**config.mk**
```make
export PLATFORM = sky130hd
export DESIGN_NAME = keyed_title_table
export DESIGN_NICKNAME = d
export VERILOG_FILES = /design/src/hdl/kttb_pkg.sv /design/src/hdl/keyed_title_table.sv /design/src/hdl/kttb_store.sv /design/src/hdl/kttb_ctrl.sv
export SDC_FILE = /design/constraint.sdc
export NUM_CORES = 1
export LEC_CHECK = 0
export ABC_CLOCK_PERIOD_IN_PS = 11500
export BUFFER_PORTS_ARGS = -buffer_cell sky130_fd_sc_hd__clkbuf_2
export CAP_MARGIN = 15
export CELL_PAD_IN_SITES_DETAIL_PLACEMENT = 0
export CELL_PAD_IN_SITES_GLOBAL_PLACEMENT = 1
export CORE_ASPECT_RATIO = 0.7
export CORE_MARGIN = 2
export CORE_UTILIZATION = 49
export DETAILED_ROUTE_END_ITERATION = 8
export PLACE_DENSITY = 0.75
export SLEW_MARGIN = 20
export SYNTH_ARGS = -nofsm -noshare
export SYNTH_HDL_FRONTEND = slang
export SYNTH_HIERARCHICAL = 1
export SYNTH_SLANG_ARGS = --single-unit
export TNS_END_PERCENT = 100
```
**constraint.sdc**
```tcl
create_clock -name clk -period 11.5 [get_ports clk]
set_input_delay 1.15 -clock clk [delete_from_list [all_inputs] [get_ports clk]]
set_output_delay 1.15 -clock clk [all_outputs]
set_load 0.005 [all_outputs]
```
**src/hdl/kttb_pkg.sv**
```systemverilog
// Shared types and codes for the keyed title table.
`default_nettype none

package kttb_pkg;

  localparam int unsigned WINDOW_W   = 8;
  localparam int unsigned POSITION_W = 3;
  localparam int unsigned HANDLE_W   = 32;

  typedef enum logic [1:0] {
    REQ_SET    = 2'd0,
    REQ_DELETE = 2'd1,
    REQ_FIND   = 2'd2
  } req_e_t;

  typedef enum logic [1:0] {
    STAT_DONE      = 2'd0,
    STAT_NOT_FOUND = 2'd1,
    STAT_FULL      = 2'd2
  } status_e_t;

  typedef struct packed {
    logic [HANDLE_W-1:0]   handle;
    logic [POSITION_W-1:0] position;
    logic [WINDOW_W-1:0]   window;
  } entry_t;

  typedef struct packed {
    logic [HANDLE_W-1:0] found_handle;
    status_e_t           status;
  } result_t;

endpackage

`default_nettype wire

```
**src/hdl/keyed_title_table.sv**
```systemverilog
// Keyed title table top level: stream ports, sequencer, entry memory and output register.
//
//   channel | dir | tdata (low bit up)                         | tuser
//   s_      | in  | window_key 8, position_key 3, title_handle 32 | req_type 2
//   m_      | out | found_handle 32                              | status 2
//
// Each item passes through the states IDLE (accept), SCAN (one memory read per
// entry), DRAIN (compare the last read) and UPDATE (write back).
// The single read port of the entry memory means the entries are read one at a time.
// Reset clears all entries at once through per-entry valid bits.
// A finished result waits in the output register; the next item is accepted
// and scanned meanwhile, and only its write-back waits for the register.
`default_nettype none

module keyed_title_table #(
  parameter int unsigned ENTRIES = 32
) (
  input  wire logic        clk,
  input  wire logic        rst,
  input  wire logic        s_tvalid,
  output logic             s_tready,
  input  wire logic [47:0] s_tdata,   // window_key[7:0], position_key[10:8], title_handle[42:11]
  input  wire logic [1:0]  s_tuser,   // req_type[1:0]
  output logic             m_tvalid,
  input  wire logic        m_tready,
  output logic [31:0]      m_tdata,   // found_handle[31:0]
  output logic [1:0]       m_tuser    // status[1:0]
);
  import kttb_pkg::*;

  localparam int unsigned IW = (ENTRIES > 1) ? $clog2(ENTRIES) : 1;

  logic          rd_en;
  logic [IW-1:0] rd_addr;
  entry_t        rd_entry;
  logic          wr_en;
  logic [IW-1:0] wr_addr;
  entry_t        wr_entry;
  logic          out_free;
  logic          res_valid;
  result_t       res;

  assign out_free = !m_tvalid || m_tready;

  kttb_ctrl #(
    .ENTRIES(ENTRIES),
    .IW     (IW)
  ) u_ctrl (
    .clk        (clk),
    .rst        (rst),
    .in_valid   (s_tvalid),
    .in_ready   (s_tready),
    .in_req     (s_tuser),
    .in_window  (s_tdata[7:0]),
    .in_position(s_tdata[10:8]),
    .in_handle  (s_tdata[42:11]),
    .rd_en      (rd_en),
    .rd_addr    (rd_addr),
    .rd_entry   (rd_entry),
    .wr_en      (wr_en),
    .wr_addr    (wr_addr),
    .wr_entry   (wr_entry),
    .out_free   (out_free),
    .res_valid  (res_valid),
    .res        (res)
  );

  kttb_store #(
    .ENTRIES(ENTRIES),
    .IW     (IW)
  ) u_store (
    .clk     (clk),
    .rst     (rst),
    .rd_en   (rd_en),
    .rd_addr (rd_addr),
    .rd_entry(rd_entry),
    .wr_en   (wr_en),
    .wr_addr (wr_addr),
    .wr_entry(wr_entry)
  );

  always_ff @(posedge clk) begin
    if (rst) begin
      m_tvalid <= 1'b0;
    end else if (res_valid) begin
      m_tvalid <= 1'b1;
    end else if (m_tready) begin
      m_tvalid <= 1'b0;
    end
  end

  always_ff @(posedge clk) begin
    if (res_valid) begin
      m_tdata <= res.found_handle;
      m_tuser <= res.status;
    end
  end

endmodule

`default_nettype wire

```
**src/hdl/kttb_store.sv**
```systemverilog
// Entry memory with one registered read port, one write port and per-entry valid bits.
`default_nettype none

module kttb_store #(
  parameter int unsigned ENTRIES = 32,
  parameter int unsigned IW      = 5
) (
  input  wire logic             clk,
  input  wire logic             rst,
  input  wire logic             rd_en,
  input  wire logic [IW-1:0]    rd_addr,
  output kttb_pkg::entry_t      rd_entry,
  input  wire logic             wr_en,
  input  wire logic [IW-1:0]    wr_addr,
  input  wire kttb_pkg::entry_t wr_entry
);
  import kttb_pkg::*;

  entry_t             mem [ENTRIES];
  logic [ENTRIES-1:0] valid;
  entry_t             rd_data;
  logic               rd_vld;

  always_ff @(posedge clk) begin
    if (wr_en) begin
      mem[wr_addr] <= wr_entry;
    end
    if (rd_en) begin
      rd_data <= mem[rd_addr];
    end
  end

  // An entry never written since reset reads as all zeros.
  always_ff @(posedge clk) begin
    if (rst) begin
      valid  <= '0;
      rd_vld <= 1'b0;
    end else begin
      if (wr_en) begin
        valid[wr_addr] <= 1'b1;
      end
      if (rd_en) begin
        rd_vld <= valid[rd_addr];
      end
    end
  end

  assign rd_entry = rd_vld ? rd_data : '0;

endmodule

`default_nettype wire

```
**src/hdl/kttb_ctrl.sv**
```systemverilog
// Request sequencer: scans the memory for key match and free entry, then updates it on a set or delete.
`default_nettype none

module kttb_ctrl #(
  parameter int unsigned ENTRIES = 32,
  parameter int unsigned IW      = 5
) (
  input  wire logic                                 clk,
  input  wire logic                                 rst,
  input  wire logic                                 in_valid,
  output logic                                      in_ready,
  input  wire logic [1:0]                           in_req,
  input  wire logic [kttb_pkg::WINDOW_W-1:0]        in_window,
  input  wire logic [kttb_pkg::POSITION_W-1:0]      in_position,
  input  wire logic [kttb_pkg::HANDLE_W-1:0]        in_handle,
  output logic                                      rd_en,
  output logic [IW-1:0]                             rd_addr,
  input  wire kttb_pkg::entry_t                     rd_entry,
  output logic                                      wr_en,
  output logic [IW-1:0]                             wr_addr,
  output kttb_pkg::entry_t                          wr_entry,
  input  wire logic                                 out_free,
  output logic                                      res_valid,
  output kttb_pkg::result_t                         res
);
  import kttb_pkg::*;

  typedef enum logic [3:0] {
    ST_IDLE   = 4'b0001,
    ST_SCAN   = 4'b0010,
    ST_DRAIN  = 4'b0100,
    ST_UPDATE = 4'b1000
  } state_t;

  localparam logic [IW-1:0] LAST_IDX = IW'(ENTRIES - 1);

  state_t                state;
  logic [IW-1:0]         idx;
  logic                  chk_vld;
  logic [IW-1:0]         chk_idx;
  req_e_t                req;
  logic [WINDOW_W-1:0]   key_window;
  logic [POSITION_W-1:0] key_position;
  logic [HANDLE_W-1:0]   new_handle;
  logic                  hit_found;
  logic [IW-1:0]         hit_idx;
  logic [HANDLE_W-1:0]   hit_handle;
  logic                  free_found;
  logic [IW-1:0]         free_idx;
  logic                  key_match;

  assign in_ready  = (state == ST_IDLE);
  assign rd_en     = (state == ST_SCAN);
  assign rd_addr   = idx;
  assign key_match = (rd_entry.window == key_window) && (rd_entry.position == key_position);

  always_ff @(posedge clk) begin
    if (rst) begin
      state      <= ST_IDLE;
      idx        <= '0;
      chk_vld    <= 1'b0;
      hit_found  <= 1'b0;
      free_found <= 1'b0;
    end else begin
      chk_vld <= (state == ST_SCAN);
      unique case (state)
        ST_IDLE: begin
          if (in_valid) begin
            state      <= ST_SCAN;
            idx        <= '0;
            hit_found  <= 1'b0;
            free_found <= 1'b0;
          end
        end
        ST_SCAN: begin
          if (idx == LAST_IDX) begin
            state <= ST_DRAIN;
          end else begin
            idx <= idx + 1'b1;
          end
        end
        ST_DRAIN: begin
          state <= ST_UPDATE;
        end
        ST_UPDATE: begin
          if (out_free) begin
            state <= ST_IDLE;
          end
        end
        default: begin
          state <= ST_IDLE;
        end
      endcase
      // Read data arrives in the cycle after its address; keep only the first hits.
      if (chk_vld) begin
        if (!hit_found && key_match) begin
          hit_found <= 1'b1;
        end
        if (!free_found && (rd_entry.handle == '0)) begin
          free_found <= 1'b1;
        end
      end
    end
  end

  always_ff @(posedge clk) begin
    chk_idx <= idx;
    if (in_valid && in_ready) begin
      req          <= req_e_t'(in_req);
      key_window   <= in_window;
      key_position <= in_position;
      new_handle   <= in_handle;
    end
    if (chk_vld && !hit_found && key_match) begin
      hit_idx    <= chk_idx;
      hit_handle <= rd_entry.handle;
    end
    if (chk_vld && !free_found && (rd_entry.handle == '0)) begin
      free_idx <= chk_idx;
    end
  end

  always_comb begin
    wr_en                 = 1'b0;
    wr_addr               = hit_idx;
    wr_entry.window       = key_window;
    wr_entry.position     = key_position;
    wr_entry.handle       = new_handle;
    res.found_handle      = '0;
    res.status            = STAT_DONE;
    res_valid             = (state == ST_UPDATE) && out_free;
    case (req)
      REQ_SET: begin
        if (hit_found) begin
          wr_en = res_valid;
        end else if (free_found) begin
          wr_en   = res_valid;
          wr_addr = free_idx;
        end else begin
          res.status = STAT_FULL;
        end
      end
      REQ_DELETE: begin
        wr_entry.handle = '0;
        if (hit_found) begin
          wr_en = res_valid;
        end else begin
          res.status = STAT_NOT_FOUND;
        end
      end
      REQ_FIND: begin
        if (hit_found) begin
          res.found_handle = hit_handle;
        end else begin
          res.status = STAT_NOT_FOUND;
        end
      end
      default: begin
        res.status = STAT_DONE;
      end
    endcase
  end

  a_write_only_on_finish: assert property (@(posedge clk) disable iff (rst)
    wr_en |-> res_valid && (state == ST_UPDATE))
    else $error("memory write outside of the update step");

  a_full_means_no_slot: assert property (@(posedge clk) disable iff (rst)
    res_valid && (res.status == STAT_FULL) |-> (req == REQ_SET) && !hit_found && !free_found)
    else $error("table full reported while a slot was available");

  a_scan_ends_in_drain: assert property (@(posedge clk) disable iff (rst)
    (state == ST_SCAN) && (idx == LAST_IDX) |=> (state == ST_DRAIN) && chk_vld)
    else $error("scan did not end after the last entry");

  a_no_read_while_writing: assert property (@(posedge clk) disable iff (rst)
    !(rd_en && wr_en))
    else $error("read and write issued in the same cycle");

  a_found_only_on_find: assert property (@(posedge clk) disable iff (rst)
    res_valid && (res.found_handle != '0) |-> (req == REQ_FIND) && hit_found)
    else $error("handle returned for a request that is not a find hit");

endmodule

`default_nettype wire

```
==> flow_summary.ini, run 1 <==
[clock_network]
cts_hold_buf = 0
cts-htree-levels = 4
numCtsBuffers = 144
cts_resized = 0
cts_root_buf = clkbuf_16
cts.sinks = 1591
cts_buffer_depth = 3
postCtsSetupBuffers = 0
clock_latency_ns = 0.79
cts_tree = built
worst_setup_hold_path_clk_slew_ns = 0.06

[synth]
ys_ff_latch = 1591
synth_nets = 2623
yosysSeqAreaShare_pct = 78.4
syn-instance-count = 2563
synth_cell_types = 52
synth_top_area_share_pct = 76.7
synth_edf_count = 1540
avgSynthCellArea_um2 = 23.5
synth.area.top_cells = edfxtp_1 77%, mux4_2 16%, dfxtp_1 1.7%, mux2_2 0.90%, nor2_1 0.65%
netlist_area_um2 = 60300
synth_top_area_cell = edfxtp_1
ys.flop_type = edfxtp_1
synthArstFlopShare_pct = 0
yosysWarningCount = 6

[pwr]
pwr-share-seq_pct = 54.1
p_sw_w = 0.00288
leakage_nw = 20.5
power_frac_comb_pct = 8.7
power.share.clock_pct = 37.2
swShare_pct = 22.6
peakVddDrop_uv = 169
p_int_w = 0.00983
cellPowerDensity_nw_per_um2 = 187

[sta]
skew_ns = 0.0322
tightest_slew_ns = 1.19
hold_violations = 0
finalSetupViolCount = 0
clock.fmax_mhz = 206
max_slew_margin_pct = 20.3
fin_crit_ns = 4.86
period_share_pct = 42.3
rsz0062_at_grt = no
timing.setup.tns_ns = 0
slew_violations = 0

[floorplanning]
rows = 107
pin_count = 90
die_area_um2 = 126000
chipWidth_um = 423
start_util_pct = 49.5
core_area_um2 = 122000
die_y_um = 297

[grt]
antenna_found_initial = 3
grt-ovfl-total = 0
grt_pass1_vias = 28100
grt_first_pass_wirelength_um = 202000
grtUsageTotal_pct = 22.8
grt_max_degree = 129

[routing]
routed_wire_length_per_instance_um = 31.7
drtPass1Iterations = 5
via_per_inst = 6.22
drt-total-wl_um = 143000
remaining_drc_errors = 0
ant_nets = 0
drtIter0Drc = 3956
dr_total_vias = 28000

[setup_path]
critical_path_class = flop to flop
worstSetupStartpointType = flop
crit_path_max_fanout = 33
slowest_delay_ns = 0.94
r2r_setup_slack_ns = 6.64
crit_top_cell = buf_4
crit_required_ns = 11.90
critical_path_arrival_ns = 5.26
cp-end-kind = flop
slowest_stage = nor2_4
path_cells = inv_1 -> ha_2 -> buf_4 -> o21ai_0 -> a21boi_0 -> or3b_2 -> nor2_4 -> buf_4

[run_status]
outcome = complete, no violations

[run]
cap_viol_max_count = 0

[layout]
post_route_cells_drive_above_1_share_pct = 31.7
fin_util_pct = 55.6
mostFrequentLayoutCell = edfxtp_1
area_growth_pct = 12.5
most-common-layout-cells = 1540 x edfxtp_1, 430 x mux4_2, 149 x clkbuf_16, 84 x clkbuf_2, 82 x buf_4
layout.cells.non_filler = 4506
fillCellCount = 8797
finalNetCount = 2813

[place]
gp_congestion = 0.773
dp_cells = 4238
io_buffers = 84
dp_hpwl_um = 68600

[worst_hold_path]
hp-class = flop to flop
cells in the mapped netlist (6+ instances only):
cell type	count
nor2b_1	37
and3_1	35
nand3_1	10
nand4_1	8
and2_1	44
mux2_2	48
a21oi_1	8
mux2i_1	16
ha_1	6
buf_4	16
mux4_2	430
nor4_1	12
dfxtp_1	51
xnor2_1	11
buf_1	8
clkbuf_1	81
edfxtp_1	1540
nor2_1	104
buf_2	19
nand2_1	11
inv_1	8
power groups by stage:
stage               sequential (W)  clock, W  combinational [W]
CTS                        0.00690   0.00479            0.00109
global route               0.00689   0.00500            0.00119
floorplan                  0.00700         0           0.000693
detailed placement         0.00702         0            0.00108
finish                     0.00688   0.00472            0.00111
global placement           0.00701         0            0.00103
worst max-delay path, delay by kind of cell (launching register included):
| family | cells | cell delay (ns) |
|---|---|---|
| DFF | 1 | 0.43 |
| and+or+nand+nor | 2 | 1.67 |
| adders and majority gates | 1 | 0.18 |
| AOI/OAI and AO/OA | 2 | 0.63 |
| buffers and inverters | 3 | 1.44 |
flip-flops by register name (all words and copies together), names as in the netlist:
name / flops
m_tuser: 2
u_ctrl/key_position: 3
u_ctrl/free_idx: 5
u_ctrl/rd_addr: 5
u_ctrl/req: 2
u_store/valid: 32
u_ctrl/hit_idx: 5
u_store/rd_data: 43
u_ctrl/hit_found: 1
u_ctrl/free_found: 1
u_ctrl/key_window: 8
u_ctrl/chk_idx: 5
u_store/mem: 1376
u_ctrl/hit_handle: 32
m_tdata: 32
u_ctrl/chk_vld: 1
m_tvalid: 1
u_store/rd_vld: 1
u_ctrl/state: 4
u_ctrl/new_handle: 32
per-stage QoR:
stage	total power, W	setup WS, ns	hold slack (ns)	area (um^2)
floorplan	0.00769	5.93	0.366	60300
global placement	0.00804	6.30	0.407	63100
detailed placement	0.00810	6.21	0.422	63100
CTS	0.0128	6.73	0.441	67700
global route	0.0131	6.48	0.445	67800
finish	0.0127	6.64	0.438	67800
per-layer routing:
layer	vias to the layer above	routed length [um]	GRT usage (%)
met3	241	14500	5.30
met1	15000	59200	34.0
met2	1512	65400	33.8
met4	2	3760	7.37
met5	-	18	0
li1	11200	-	-
final timing paths:
| path | start | end | depth (start not counted) |
|---|---|---|---|
| worst max-delay path | u_ctrl/req[1] | u_store/mem[0][35] | 8 |
| worst min-delay path | u_ctrl/chk_idx[2] | u_ctrl/free_idx[2] | 0 |
| worst max register to register | u_ctrl/req[1] | u_store/mem[0][35] | 8 |
| worst min register to register | u_ctrl/chk_idx[2] | u_ctrl/free_idx[2] | 0 |
cell families (layout without fill, tap and decap cells):
logic type | after synthesis | count (layout) | share of synthesized area [%]
flip-flops | 1591 | 1591 | 78.4
multiplexers | 494 | 494 | 17.2
AND/OR/NAND/NOR | 288 | 288 | 2.57
buffers and inverters | 138 | 443 | 1.06
AO/OA/AOI/OAI | 34 | 34 | 0.390
XOR/XNOR | 12 | 12 | 0.174
adder cells (fa/ha/maj) | 6 | 6 | 0.125
other | 0 | 3 | 0
final cells by class:
cell class	instances	area, um^2	share of cell area [%]
inverter	9	33.8	0.0498
multi-input combinational	834	12600	18.6
timing repair buffer	173	1150	1.70
sequential	1591	47300	69.8
clock inverter	75	722	1.06
tap	1635	2050	3.02
antenna	3	7.51	0.0111
clock buffer	186	3910	5.76
Power figures use the tool's default switching activity.
==> inputs of run 2 (changes only) <==
Settings changed: ABC_CLOCK_PERIOD_IN_PS 11500 to 4700.
Clock period 11.5 ns to 4.7 ns, I/O delays scaled along.
==> flow_summary.ini, run 2 (same netlist as run 1, synthesis figures left out) <==
[pwr]
leakage_nw = 21.1
swShare_pct = 22.5
power.share.clock_pct = 37.7
cellPowerDensity_nw_per_um2 = 456
pwr-share-seq_pct = 53.6
p_sw_w = 0.00710
p_int_w = 0.0244
power_frac_comb_pct = 8.7
peakVddDrop_uv = 370
total_power_w = 0.0315

[routing]
drtIter0Drc = 4089
via_per_inst = 6.19
routed_wire_length_per_instance_um = 31.7
drt-total-wl_um = 146000
drtPass1Iterations = 6
remaining_drc_errors = 0
ant_nets = 0
dr_total_vias = 28400

[sta]
fin_crit_ns = 3.48
slew_violations = 0
skew_ns = 0.0227
finalSetupViolCount = 0
clock.fmax_mhz = 287
tightest_slew_ns = 1.11
hold_violations = 0
setup_ws_ns = 1.22
rsz0062_at_grt = no
period_share_pct = 74.1
max_slew_margin_pct = 25.8

[grt]
grt-ovfl-total = 0
grt_pass1_vias = 28700
grt_first_pass_wirelength_um = 208000
grtUsageTotal_pct = 23.4
antenna_found_initial = 2
grt_max_degree = 80

[layout]
mostFrequentLayoutCell = edfxtp_1
most-common-layout-cells = 1540 x edfxtp_1, 430 x mux4_2, 153 x clkbuf_16, 88 x buf_4, 84 x clkbuf_2
diodes = 0
finalNetCount = 2902
post_route_cells_drive_above_1_share_pct = 32.4
fin_util_pct = 56.7
regMostFlops = u_store/mem
area_growth_pct = 14.7
largest_register_ffs = 1376
top_regs = u_store/mem (1376), u_store/rd_data (43)

[clock_network]
cts_root_buf = clkbuf_16
cts.sinks = 1591
worst_setup_hold_path_clk_slew_ns = 0.06
postCtsSetupBuffers = 0
numCtsBuffers = 148
cts-htree-levels = 4
cts_buffer_depth = 3
clock_latency_ns = 0.76
cts_resized = 0
cts_tree = built

[worst_hold_path]
hp-class = input pin to flop

[setup_path]
crit_path_max_fanout = 32
worstSetupStartpointType = flop
critical_path_arrival_ns = 3.86
critical_path_class = flop to flop
crit_required_ns = 5.08
cp-end-kind = flop

[place]
dp_hpwl_um = 77900
dp_worst_setup_slack_ns = 1.25
gp_congestion = 0.812
io_buffers = 84

[floorplanning]
chipWidth_um = 423
core_area_um2 = 122000
die_y_um = 297
rows = 107
start_util_pct = 49.5
pin_count = 90
die_area_um2 = 126000

[run_status]
outcome = complete, no violations

[run]
cap_viol_max_count = 0
-- run 2: timing repair --
item | in CTS | in global routing
hold endpoints to repair | 45 | 0
endpoints found under the setup margin | 0 | 0
hold buffers | 45 | 0
-- run 2: power by group through the flow --
stage	clock network, W	registers [W]	logic, W
finish	0.0119	0.0169	0.00274
global route	0.0126	0.0169	0.00297
CTS	0.0121	0.0169	0.00272
detailed placement	0	0.0172	0.00268
global placement	0	0.0172	0.00255
floorplan	0	0.0171	0.00170
-- run 2: worst paths after layout --
kind              cells past startpoint                    to  slack (ns)               from
setup / recovery                      8   u_store/mem[20][17]        1.22      u_ctrl/req[1]
hold / removal                        1  u_ctrl/key_window[7]        0.03         s_tdata[7]
setup reg to reg                      8   u_store/mem[20][17]        1.22      u_ctrl/req[1]
hold reg to reg                       0    u_ctrl/free_idx[3]        0.44  u_ctrl/chk_idx[3]
-- run 2: final cells by class --
cell class / instances / area, um^2
clock buffer: 191 / 4000
clock inverter: 76 / 782
timing repair buffer: 258 / 2340
tap: 1635 / 2050
inverter: 9 / 33.8
sequential: 1591 / 47300
multi-input combinational: 834 / 12600
fill: 8732 / 52700
-- run 2: metrics by stage --
stage	hold WS (ns)	cells	setup TNS (ns)	area [um^2]
after floorplan	0.366	2563	-64.07	60300
final	0.0317	4594	0	69100
after global routing	0.0478	4594	0	69100
after CTS	0.0307	4592	0	69100
after global placement	0.409	4280	0	63800
after detailed placement	0.418	4280	0	63800
-- run 2: metal layers --
metal	GRT usage (%)	share of wire, %
met1	35.0	41
met2	35.9	47
met3	4.45	9.9
met4	6.24	2.2
met5	0	0
-- run 2: critical path, cell delays in order (launching register included) --
cell and delay (ns):
edfxtp_1 0.43, inv_1 0.13, ha_1 0.21, nand2_1 0.08, or2_2 0.34, mux2_2 0.33
or3b_2 0.70, nor2_4 0.19, buf_4 0.63
